===== src/rtl/ioapic_pkg.sv =====
// Shared types, constants and helpers of the I/O APIC redirection controller.
// Used by ioapic_tbl and io_apic_redirection_controller_unit; depends on nothing.
package ioapic_pkg;

	localparam int PIN_COUNT_DEF    = 24;
	localparam int VERSION_CODE_DEF = 32;

	localparam int ENT_W     = 64;
	localparam int B_DMODE   = 11;
	localparam int B_DSTAT   = 12;
	localparam int B_POL     = 13;
	localparam int B_RIRR    = 14;
	localparam int B_LEVEL   = 15;
	localparam int B_MASK    = 16;

	localparam logic [ENT_W-1:0] ENT_RESET = 64'h0000_0000_0001_0000;
	localparam logic [31:0] RO_BITS    = 32'h0000_5000;
	localparam logic [31:0] MSI_PREFIX = 32'hFEE0_0000;
	localparam logic [31:0] ALL_ONES   = 32'hFFFF_FFFF;
	localparam logic [7:0]  SEL_ID     = 8'h00;
	localparam logic [7:0]  SEL_VER    = 8'h01;
	localparam logic [7:0]  SEL_ARB    = 8'h02;
	localparam logic [7:0]  SEL_TABLE  = 8'h10;

	localparam logic [1:0] MODE_READ  = 2'd0;
	localparam logic [1:0] MODE_WRITE = 2'd1;
	localparam logic [1:0] MODE_PIN   = 2'd2;

	localparam logic [1:0] WIN_SEL  = 2'd0;
	localparam logic [1:0] WIN_DATA = 2'd1;
	localparam logic [1:0] WIN_EOI  = 2'd2;

	typedef enum logic [1:0] {
		S_IDLE,
		S_READ,
		S_EOI,
		S_OUT
	} state_t;

	typedef enum logic [1:0] {
		OP_RD,
		OP_WR,
		OP_PIN
	} op_t;

	typedef struct packed {
		logic rd_en;
		logic wr_en;
	} tbl_ctl_t;

	function automatic logic [31:0] msi_addr(input logic [ENT_W-1:0] e);
		msi_addr = MSI_PREFIX | {12'd0, e[63:56], 12'd0} | {29'd0, e[B_DMODE], 2'd0};
	endfunction

	function automatic logic [15:0] msi_data(input logic [ENT_W-1:0] e);
		msi_data = {e[B_LEVEL], ~e[B_POL], 3'd0, e[10:0]};
	endfunction

endpackage


===== src/rtl/ioapic_tbl.sv =====
// Redirection table memory: one write and one registered read port per cycle.
// Per-entry valid bits give the reset value until an entry is written; uses ioapic_pkg.
module ioapic_tbl import ioapic_pkg::*; #(
	parameter int PIN_COUNT = PIN_COUNT_DEF,
	parameter int IW        = 5
) (
	input  logic             clk,
	input  logic             arst_n,
	input  tbl_ctl_t         ctl,
	input  logic [IW-1:0]    rd_addr,
	input  logic [IW-1:0]    wr_addr,
	input  logic [ENT_W-1:0] wr_data,
	output logic [ENT_W-1:0] rd_data
);

	logic [ENT_W-1:0]     mem [PIN_COUNT];
	logic [PIN_COUNT-1:0] valid_q;
	logic [ENT_W-1:0]     rd_q;
	logic                 rd_vld_q;

	always_ff @(posedge clk) begin
		if (ctl.wr_en) begin
			mem[wr_addr] <= wr_data;
		end
		if (ctl.rd_en) begin
			rd_q <= mem[rd_addr];
		end
	end

	always_ff @(posedge clk or negedge arst_n) begin
		if (!arst_n) begin
			valid_q  <= '0;
			rd_vld_q <= 1'b0;
		end else begin
			if (ctl.wr_en) begin
				valid_q[wr_addr] <= 1'b1;
			end
			if (ctl.rd_en) begin
				rd_vld_q <= valid_q[rd_addr];
			end
		end
	end

	assign rd_data = rd_vld_q ? rd_q : ENT_RESET;

endmodule


===== src/rtl/io_apic_redirection_controller_unit.sv =====
// I/O APIC redirection controller: select/window/EOI registers, pin events, MSI out.
// Register and select accesses go to the result register and then the output register;
// table reads, writes and pin events pass through a table read first, and an EOI write
// scans every entry, one table read per cycle through the single read port. One item at
// a time; a finished result waits in the output register while the next item is taken.
// Reset (arst_n low, asynchronous): ID and select zero, all entries masked, no pending.
module io_apic_redirection_controller_unit import ioapic_pkg::*; #(
	parameter int PIN_COUNT    = PIN_COUNT_DEF,
	parameter int VERSION_CODE = VERSION_CODE_DEF
) (
	input  logic        clk,
	input  logic        arst_n,
	input  logic        s_tvalid,
	output logic        s_tready,
	input  logic [47:0] s_tdata,   // mode[1:0], window[3:2], write_data[35:4], pin[40:36]
	output logic        m_tvalid,
	input  logic        m_tready,
	output logic [87:0] m_tdata    // read_data[31:0], msi_valid[32], msi_address[64:33],
	                               // msi_data[80:65], legacy_valid[81], legacy_line[85:82]
);

	localparam int IW = (PIN_COUNT > 1) ? $clog2(PIN_COUNT) : 1;
	localparam logic [IW-1:0] LAST = IW'(PIN_COUNT - 1);
	localparam logic [31:0] VERSION_WORD =
		32'(VERSION_CODE & 255) | (32'(PIN_COUNT - 1) << 16);

	state_t state_q, state_d;
	op_t    op_q;

	logic [7:0]           sel_q;
	logic [31:0]          id_q;
	logic [PIN_COUNT-1:0] pend_q;
	logic [31:0]          wd_q;
	logic                 hi_q;
	logic [IW-1:0]        idx_q;
	logic [IW-1:0]        ctr_q;

	logic [31:0] r_rd_q, r_ma_q;
	logic [15:0] r_md_q;
	logic        r_mv_q, r_lv_q;
	logic [3:0]  r_ll_q;

	logic        m_valid_q;
	logic [31:0] m_rd_q, m_ma_q;
	logic [15:0] m_md_q;
	logic        m_mv_q, m_lv_q;
	logic [3:0]  m_ll_q;

	logic [1:0]  in_mode, in_win;
	logic [31:0] in_wd;
	logic [4:0]  in_pin;
	logic        acc, slot_free;
	logic [7:0]  sel_off, sel_n;
	logic        sel_ent, pin_ok;
	logic        go_rd, go_eoi;
	logic [IW-1:0] acc_idx;
	logic [31:0] reg_word;

	tbl_ctl_t         ctl;
	logic [IW-1:0]    rd_addr;
	logic [ENT_W-1:0] wr_data, rd_data;

	logic [ENT_W-1:0] e_w, e_new;
	logic             ev_fire, ev_msi, ev_wr, ev_pset, ev_pclr, ev_leg;
	logic [ENT_W-1:0] ev_ent;

	assign in_mode = s_tdata[1:0];
	assign in_win  = s_tdata[3:2];
	assign in_wd   = s_tdata[35:4];
	assign in_pin  = s_tdata[40:36];

	assign acc       = s_tvalid && s_tready;
	assign slot_free = !m_valid_q || m_tready;

	assign sel_off = sel_q - SEL_TABLE;
	assign sel_n   = {1'b0, sel_off[7:1]};
	assign sel_ent = (sel_q >= SEL_TABLE) && (32'(sel_n) < 32'(PIN_COUNT));
	assign pin_ok  = 32'(in_pin) < 32'(PIN_COUNT);

	assign go_rd = ((in_mode == MODE_READ || in_mode == MODE_WRITE)
			&& in_win == WIN_DATA && sel_ent)
		|| (in_mode == MODE_PIN && pin_ok);
	assign go_eoi  = in_mode == MODE_WRITE && in_win == WIN_EOI;
	assign acc_idx = (in_mode == MODE_PIN) ? IW'({3'd0, in_pin}) : IW'(sel_n);

	always_comb begin
		if (sel_q == SEL_ID || sel_q == SEL_ARB) begin
			reg_word = id_q;
		end else if (sel_q == SEL_VER) begin
			reg_word = VERSION_WORD;
		end else begin
			reg_word = ALL_ONES;
		end
	end

	ioapic_tbl #(.PIN_COUNT(PIN_COUNT), .IW(IW)) u_tbl (
		.clk     (clk),
		.arst_n  (arst_n),
		.ctl     (ctl),
		.rd_addr (rd_addr),
		.wr_addr ((state_q == S_EOI) ? ctr_q : idx_q),
		.wr_data (wr_data),
		.rd_data (rd_data)
	);

	always_comb begin
		e_w = hi_q ? {wd_q, rd_data[31:0]}
			: {rd_data[63:32], (wd_q & ~RO_BITS) | (rd_data[31:0] & RO_BITS)};
		ev_ent  = (op_q == OP_WR) ? e_w : rd_data;
		ev_fire = 1'b0;
		ev_msi  = 1'b0;
		ev_pset = 1'b0;
		ev_pclr = 1'b0;
		ev_leg  = 1'b0;
		if (op_q == OP_WR) begin
			ev_pclr = !e_w[B_MASK];
			ev_fire = !e_w[B_MASK] && pend_q[idx_q];
			ev_leg  = ev_fire && (32'(idx_q) < 16);
			ev_msi  = ev_fire && !e_w[B_RIRR];
		end else if (op_q == OP_PIN) begin
			ev_pset = rd_data[B_MASK] && rd_data[B_LEVEL];
			ev_msi  = !rd_data[B_MASK] && !rd_data[B_RIRR];
		end
		e_new = ev_ent;
		if (ev_msi && ev_ent[B_LEVEL]) begin
			e_new[B_RIRR] = 1'b1;
		end
		ev_wr = (op_q == OP_WR) || (ev_msi && ev_ent[B_LEVEL]);
	end

	always_comb begin
		unique case (state_q)
			S_IDLE:  state_d = acc ? (go_rd ? S_READ : (go_eoi ? S_EOI : S_OUT)) : S_IDLE;
			S_READ:  state_d = S_OUT;
			S_EOI:   state_d = (ctr_q == LAST) ? S_OUT : S_EOI;
			S_OUT:   state_d = slot_free ? S_IDLE : S_OUT;
			default: state_d = S_IDLE;
		endcase
	end

	always_comb begin
		s_tready  = 1'b0;
		ctl       = '0;
		rd_addr   = '0;
		wr_data   = e_new;
		unique case (state_q)
			S_IDLE: begin
				s_tready  = 1'b1;
				ctl.rd_en = acc && (go_rd || go_eoi);
				rd_addr   = go_eoi ? '0 : acc_idx;
			end
			S_READ: begin
				ctl.wr_en = ev_wr;
			end
			S_EOI: begin
				ctl.rd_en = ctr_q != LAST;
				rd_addr   = ctr_q + 1'b1;
				ctl.wr_en = rd_data[7:0] == wd_q[7:0] && rd_data[B_RIRR];
				wr_data   = rd_data & ~(ENT_W'(1) << B_RIRR);
			end
			S_OUT: begin
			end
			default: begin
			end
		endcase
	end

	always_ff @(posedge clk or negedge arst_n) begin
		if (!arst_n) begin
			state_q   <= S_IDLE;
			sel_q     <= '0;
			id_q      <= '0;
			pend_q    <= '0;
			m_valid_q <= 1'b0;
		end else begin
			state_q <= state_d;
			if (acc && in_mode == MODE_WRITE && in_win == WIN_SEL) begin
				sel_q <= in_wd[7:0];
			end
			if (acc && in_mode == MODE_WRITE && in_win == WIN_DATA && sel_q == SEL_ID) begin
				id_q <= in_wd;
			end
			if (state_q == S_READ && ev_pclr) begin
				pend_q[idx_q] <= 1'b0;
			end
			if (state_q == S_READ && ev_pset) begin
				pend_q[idx_q] <= 1'b1;
			end
			if (state_q == S_OUT && slot_free) begin
				m_valid_q <= 1'b1;
			end else if (m_tready) begin
				m_valid_q <= 1'b0;
			end
		end
	end

	always_ff @(posedge clk) begin
		if (acc) begin
			op_q   <= (in_mode == MODE_PIN) ? OP_PIN : ((in_mode == MODE_WRITE) ? OP_WR : OP_RD);
			wd_q   <= in_wd;
			hi_q   <= sel_off[0];
			idx_q  <= acc_idx;
			ctr_q  <= '0;
			r_rd_q <= '0;
			r_mv_q <= 1'b0;
			r_ma_q <= '0;
			r_md_q <= '0;
			r_lv_q <= in_mode == MODE_PIN && in_pin < 5'd16;
			r_ll_q <= (in_mode == MODE_PIN && in_pin < 5'd16) ? in_pin[3:0] : 4'd0;
			if (in_mode == MODE_READ) begin
				case (in_win)
					WIN_SEL:  r_rd_q <= {24'd0, sel_q};
					WIN_DATA: r_rd_q <= reg_word;
					WIN_EOI:  r_rd_q <= '0;
					default:  r_rd_q <= ALL_ONES;
				endcase
			end
		end
		if (state_q == S_READ) begin
			if (op_q == OP_RD) begin
				r_rd_q <= hi_q ? rd_data[63:32] : rd_data[31:0];
			end
			if (ev_msi) begin
				r_mv_q <= 1'b1;
				r_ma_q <= msi_addr(ev_ent);
				r_md_q <= msi_data(ev_ent);
			end
			if (ev_leg) begin
				r_lv_q <= 1'b1;
				r_ll_q <= 4'(idx_q);
			end
		end
		if (state_q == S_EOI) begin
			ctr_q <= ctr_q + 1'b1;
		end
		if (state_q == S_OUT && slot_free) begin
			m_rd_q <= r_rd_q;
			m_mv_q <= r_mv_q;
			m_ma_q <= r_ma_q;
			m_md_q <= r_md_q;
			m_lv_q <= r_lv_q;
			m_ll_q <= r_ll_q;
		end
	end

	assign m_tvalid = m_valid_q;
	assign m_tdata  = {2'd0, m_ll_q, m_lv_q, m_md_q, m_ma_q, m_mv_q, m_rd_q};

	a_no_rw_clash: assert property (@(posedge clk) disable iff (!arst_n)
		(ctl.rd_en && ctl.wr_en) |-> (rd_addr != ((state_q == S_EOI) ? ctr_q : idx_q)))
		else $error("table read and write hit the same entry");

	a_out_holds: assert property (@(posedge clk) disable iff (!arst_n)
		(state_q == S_OUT && m_valid_q && !m_tready) |=> state_q == S_OUT)
		else $error("result left while output slot occupied");

	a_eoi_bound: assert property (@(posedge clk) disable iff (!arst_n)
		state_q == S_EOI |-> 32'(ctr_q) < 32'(PIN_COUNT))
		else $error("EOI scan beyond table");

	a_msi_prefix: assert property (@(posedge clk) disable iff (!arst_n)
		(m_valid_q && m_mv_q) |-> m_ma_q[31:20] == MSI_PREFIX[31:20])
		else $error("MSI address without prefix");

endmodule

===== config.mk =====
export PLATFORM = sky130hd
export DESIGN_NAME = io_apic_redirection_controller_unit
export DESIGN_NICKNAME = d
export VERILOG_FILES = /design/src/rtl/ioapic_pkg.sv /design/src/rtl/ioapic_tbl.sv /design/src/rtl/io_apic_redirection_controller_unit.sv
export SDC_FILE = /design/constraint.sdc
export NUM_CORES = 2
export LEC_CHECK = 0
export ABC_AREA = 1
export BUFFER_PORTS_ARGS = -buffer_cell sky130_fd_sc_hd__buf_2
export CAP_MARGIN = 20
export CORE_MARGIN = 1
export CORE_UTILIZATION = 62
export CTS_CLUSTER_DIAMETER = 50
export DETAILED_ROUTE_END_ITERATION = 8
export PLACE_DENSITY_LB_ADDON = 0.1
export REMOVE_ABC_BUFFERS = 1
export SYNTH_ARGS = -nofsm -noshare
export SYNTH_HDL_FRONTEND = slang
export SYNTH_SLANG_ARGS = --single-unit

===== constraint.sdc =====
create_clock -name clk -period 6.4 [get_ports clk]
set_input_delay 0 -clock clk [delete_from_list [all_inputs] [get_ports clk]]
set_output_delay 0 -clock clk [all_outputs]
set_load 0.05 [all_outputs]

Word level (Yosys, flattened, before mapping). Memory sizes are Yosys's and may differ from the RTL's. A register that Yosys moved wholly into a read port is not among the register bits. Cells that the tools add are included.

Mux-type cells: 65. Bitwise logic cells: 7. Shift-type cells: 0. Eq/ne operators: 14. Reduce and logical (&&, ||, !) cells: 42. Div/mod/pow operators: 0. Add/subtract/negate cells: 2. Order comparisons: 10. $mul: 0.

Operators by type and width (count): two-way mux 32 bit (10); two-way mux 64 bit (4); case mux 32 bit (3 select lines) (1); two-way mux 16 bit (3); two-way mux 24 bit (2); OR 24 bit (2); OR 32 x 15 -> 32 bit (1); OR 32 x 3 -> 32 bit (1); two-way mux 1 bit (25); two-way mux 5 bit (5); bitwise AND 24 bit (1); logical AND 1 bit (24); NOT 24 bit (1); < comparator 5 x 6 -> 1 bit (second input constant) (3); two-way mux 4 bit (4); < comparator 5 bit (second input constant) (3); binary-select mux 1 bit (select 5 bit) (2); demux 1 bit (select 5 bit) (2); equality test 2 bit (second input constant) (5); greater-or-equal comparator 5 x 1 -> 1 bit (second input constant) (2); case mux 5 bit (2 select lines) (1); equality test 2 x 1 -> 1 bit (second input constant) (4); equality test 8 x 1 -> 1 bit (second input constant) (1); equality test 8 x 2 -> 1 bit (second input constant) (1); other kinds (16) (32).

Output and inout bits: 90. Latch bits: 0. Bits in read-only memories: 0. Flip-flop bits (word level): 309. Bits of input ports: 52. Word-level logic and storage cells: 165. Memory bits (writable): 1536. Memories: 1.

Memories: u_tbl.mem (depth 24, bits a word 64, rd ports 1, clocked after memory_dff 1, write ports 1, line ioapic_tbl.sv:16) `logic [ENT_W-1:0] mem [PIN_COUNT];`.

Longest topological paths before layout.
Word-level depth: 12. Depth in mapped cells: 17. Depth with buffers taken out: 14.

Cells and area by module. A second synthesis with hierarchy kept.

Cell total of the unflattened synthesis: 6408. Area total of the unflattened synthesis: 76560.9 um2.

Modules (own cells, without submodules): ioapic_tbl (cells each 5015, area an instance 64201.6 um2, sequential area each 48671.7 um2, instances 1); io_apic_redirection_controller_unit (cells each 1393, area an instance 12359.4 um2, sequential area each 7332.0 um2, instances 1).

Worst setup path before layout. Ideal clock, no wire load.

Kind: reg2reg. From: register m_valid_q (netlist: m_tvalid). To: register m_ll_q[0] (enable). Buffers on the path: 0. Stages on the path, launching flop included: 2. Setup slack: 1.008 ns. Period minus slack after synthesis: 5.392 ns. Arrival: 4.834 ns. Library setup time: 0.558 ns. Data required time: 5.842 ns. Path through: dfrtp_1 > a21oi_1.

Longest elaborated chain between the ends: 3.

RTL lines: start, declared (line io_apic_redirection_controller_unit.sv:43) `logic m_valid_q;`; start signal, assigned (line io_apic_redirection_controller_unit.sv:174) `m_valid_q <= 1'b0;`; start signal, assigned (line io_apic_redirection_controller_unit.sv:190) `m_valid_q <= 1'b1;`; start signal, assigned (line io_apic_redirection_controller_unit.sv:192) `m_valid_q <= 1'b0;`; logical NOT 1 bit (line io_apic_redirection_controller_unit.sv:73) `assign slot_free = !m_valid_q || m_tready;`; logical OR 1 bit (line io_apic_redirection_controller_unit.sv:73); logical AND 1 bit (line io_apic_redirection_controller_unit.sv:236) `if (state_q == S_OUT && slot_free) begin`; end signal, assigned (line io_apic_redirection_controller_unit.sv:242) `m_ll_q <= r_ll_q;`; end, declared (line io_apic_redirection_controller_unit.sv:47) `logic [3:0] m_ll_q;`.

Every way passes these cells. A chain may end at the register's enable or synchronous reset.

Worst setup path in the final report.
From: register u_tbl.rd_vld_q. To: memory u_tbl.mem[4][24] (enable).

Longest elaborated chain between the ends: 11. Elaborated cells on any way between the ends: 20. Classes of those cells: 1 x eq/ne; 8 x mux; 1 x bitwise; 10 x reduce/logical.

RTL lines: start, declared (line ioapic_tbl.sv:19) `logic rd_vld_q;`; start signal, assigned (line ioapic_tbl.sv:39) `rd_vld_q <= valid_q[rd_addr];`; two-way mux 64 bit * (line ioapic_tbl.sv:44) `assign rd_data = rd_vld_q ? rd_q : ENT_RESET;`; OR 32 x 15 -> 32 bit or two-way mux 64 bit (tied branches) (line io_apic_redirection_controller_unit.sv:108, io_apic_redirection_controller_unit.sv:107); two-way mux 64 bit or logical NOT 1 bit (tied branches) (line io_apic_redirection_controller_unit.sv:107, io_apic_redirection_controller_unit.sv:117); logical NOT 1 bit or logical AND 1 bit (tied branches) (line io_apic_redirection_controller_unit.sv:119, io_apic_redirection_controller_unit.sv:117); logical AND 1 bit (line io_apic_redirection_controller_unit.sv:119) `ev_msi = ev_fire && !e_w[B_RIRR];`; two-way mux 1 bit (line io_apic_redirection_controller_unit.sv:115) `if (op_q == OP_WR) begin`; logical AND 1 bit (line io_apic_redirection_controller_unit.sv:128) `ev_wr = (op_q == OP_WR) || (ev_msi && ev_ent[B_LEVEL]);`; logical OR 1 bit (line io_apic_redirection_controller_unit.sv:128); case mux 1 bit (2 select lines) * (line io_apic_redirection_controller_unit.sv:146) `unique case (state_q)`; two-way mux 1 bit * (line ioapic_tbl.sv:22) `if (ctl.wr_en) begin`; two-way mux 1 bit (not written as such) * (line ioapic_tbl.sv:23) `mem[wr_addr] <= wr_data;`; end, declared (line ioapic_tbl.sv:16).

Mark *: on every way between the ends. The rest lies on a longest branch, timed or not.

==> impl_results.md <==
* Status: complete, but fails checks
* Failing checks: design-rule violations
* Crit-path max FO at 36
* Post-Synthesis Cells at about 6,500
* Slew headroom at 0.153
* Root Buffer: clkbuf_16
* Period minus WS final at about 4.7 ns
* DRT iter0 DRCs at 6,992
* CTS max path bufs at 3
* Top post-synthesis cells by area: edfxtp_1 67%, nand2_1 4.2%, o21ai_0 3.6%
* FILL cells at 8,395
* Worst-margin pin slew at between 1 and 1.5 ns
* Peak VDD IR at 0.707 mV
* Final Core Density at 0.704
* #FFs+latches synth at between 1,500 and 2,000
* Layout net count at 6,679
* Tot Pwr at 0.0421 W
* WL/cell at 25.5 µm
* Detailed placer's ending HPWL at about 110 mm
* IO Pins at 142
* Instance area at placement at ~80,000 µm²
* Slew Limit Fails at 0
* Vias in the first global route at between 40,000 and 50,000
* Area share of the largest cell type after synthesis at 0.670
* Initial antenna violation count at 3
* P per Cell Area at 483 nW/µm²
* Cts repair resizes at 0
* Element type at the critical path end: register
* Num rows at 129
* CP required at 6.89 ns
* Ys async rst share at 0.0482
* Mean number of vias per cell at slightly above 6
* First-pass GRT wire length at between 300 and 400 mm
* Vias at 52,065
* Routed Antenna Nets at 0
* Starting Density at 0.626
* Post-synthesis sequential area ratio at 0.722
* Post-synth cell types at ~50
* Worst hold path type: in -> reg
* Lkg Pwr at 32.2 nW
* Final clock skew at 0.0328 ns
* Number of synthesized flops with an enable pin at ~1,700
* Synth Flop Type: edfxtp_1
* Maximum clock rate at 215 MHz
* Crit path launch: u_tbl.rd_vld_q
* Syn Std Cell Area at between 70,000 and 80,000 µm²
* H-tree levels at 4
* Area Growth Syn to Fin at 12.3%
* GR Overflow Total at 0
* Worst Path Arrival at 5.15 ns
* Yosys warnings at 0
* Clk Latency, worst-skew pair at ~0.84 ns
* Die W at 356 µm
* First-pass DRT Iterations at 8
* DRC at 46
* R2r startpoint: u_tbl.rd_vld_q
* Syn Area/Cell at 12.0 µm²
* Core ar. at roughly 120,000 µm²
* Cell area after layout at 87,100 µm²
* CP startpoint kind: register
* Total track usage at 0.340
* Post-synth top area cell: edfxtp_1
* CTS tree: done
* Largest net degree at the start of global routing at 264
* CTS clk-pin slew, worst paths at 0.06 ns
* Final Cycle Share at 0.728
* Max_cap viols at 0
* Critical setup path kind: reg -> reg
* Routability cong. at 0.902
* Die H at 356 µm
* Final count of hold timing violations at 0
* Clock sinks at 1,909
* Routed WL at roughly 210 mm
* Hold_sp: s_tdata[12]
* # setup viols final at 0
* Total CTS buffers at between 150 and 200
* Layout cells sized above 1 at 0.102
* # Post-CTS Setup Buffers at 0
* Buffers on Ports at ~130
* Die area at approximately 130,000 µm²
* RSZ-0062 raised after global routing: no
==> cell usage in the layout, fill, tap and decap left out, types with 143 or more instances in the layout <==
master,synthesis,routed
edfxtp_1,1731,1731
nand2_1,868,863
inv_1,639,635
o21ai_0,565,543
nand3_1,501,500
nor2_1,480,455
a21oi_1,395,391
o21ai_1,211,232
o211ai_1,200,200
clkbuf_16,0,195
buf_4,15,143
==> Yosys cell counts, types with 40 or more instances <==
| library cell | count |
|---|---|
| o221ai_1 | 44 |
| nor2_1 | 480 |
| dfxtp_1 | 86 |
| edfxtp_1 | 1731 |
| o211ai_1 | 200 |
| o21ai_1 | 211 |
| a21oi_1 | 395 |
| inv_1 | 639 |
| nand3_1 | 501 |
| clkbuf_1 | 148 |
| nand2_1 | 868 |
| o22ai_1 | 40 |
| dfrtp_1 | 92 |
| o21ai_0 | 565 |
| buf_2 | 203 |
==> metrics by stage <==
step	instances	worst slack (ns)	hold WS, ns	TNS, ns
global route	8421	1.64	0.0366	0
detailed placement	7979	1.89	0.0271	0
floorplan	6041	-7.47	-0.296	-482.00
global placement	7975	1.93	0.0264	0
finish	8423	1.74	0.0459	0
CTS	8421	1.89	0.0000197	0
==> registers in the layout, summed over array words and instances (netlist names), 16 cells and up <==
register / cells
u_tbl.mem: 1536
u_tbl.rd_q: 64
id_q: 32
m_ma_q: 32
m_rd_q: 32
r_ma_q: 32
r_rd_q: 32
wd_q: 32
pend_q: 24
u_tbl.valid_q: 24
m_md_q: 16
r_md_q: 16
==> cell families (layout without fill, tap and decap cells) <==
family          after synthesis  in the layout  synth area share
fa+ha+maj                     7              7           0.00113
buf+inv                    1059           1391            0.0584
xor+xnor                      5              5          0.000565
compound gates             1558           1558             0.113
other cells                   1              4         0.0000484
simple gates               1887           1887             0.101
flops                      1909           1909             0.722
mux                          25             25           0.00361
==> worst max-delay path, cell delays in order, from the launching register on <==
cell	delay, ns
dfrtp_4	0.91
buf_4	0.43
nand2_1	0.13
xor2_1	0.15
nand4_1	0.23
nor2_1	0.17
nand3_1	0.08
nand2_1	0.09
nand2_1	0.09
buf_4	0.29
inv_1	0.22
nand2_1	0.22
nor2_4	0.84
buf_12	0.39
==> metal layers <==
layer	track usage	wire length, µm	up-vias
met5	0	27	-
met4	0.151	9920	4
met3	0.0667	24700	582
met2	0.535	99100	3117
met1	0.464	81100	25100
li1	-	-	23262
==> area by class of cell <==
class	instances	area, µm²	area share
timing repair buffer	386	3130	0.0359
clock buffer	252	5170	0.0594
multi-input combinational	3484	17300	0.199
inverter	648	2460	0.0282
antenna	2	5.00	0.0000575
clock inverter	105	972	0.0112
tap	1637	2050	0.0235
sequential	1909	56000	0.643
==> final timing paths <==
check,end,slack [ns],cells after the start
setup / recovery,u_tbl.mem[4][24],1.74,13
max in group asynchronous,u_tbl.rd_vld_q,4.92,4
hold reg to reg,m_ma_q[18],0.42,0
hold / removal,id_q[8],0.05,3
min in group asynchronous,id_q[17],0.33,4
setup reg to reg,u_tbl.mem[4][24],1.74,13
==> report_power, final <==
group | switching, W | internal, W | leakage, nW
registers | 0.000497 | 0.0161 | 17.8
logic | 0.0107 | 0.00385 | 11.3
clock network | 0.00474 | 0.00623 | 2.98
total | 0.0160 | 0.0261 | 32.2
==> repair_timing <==
| action | CTS | global route |
|---|---|---|
| endpoints found under the hold margin | 178 | 0 |
| hold buffers | 85 | 0 |
| setup endpoints to repair | 0 | 0 |
Power figures use the tool's default switching activity.
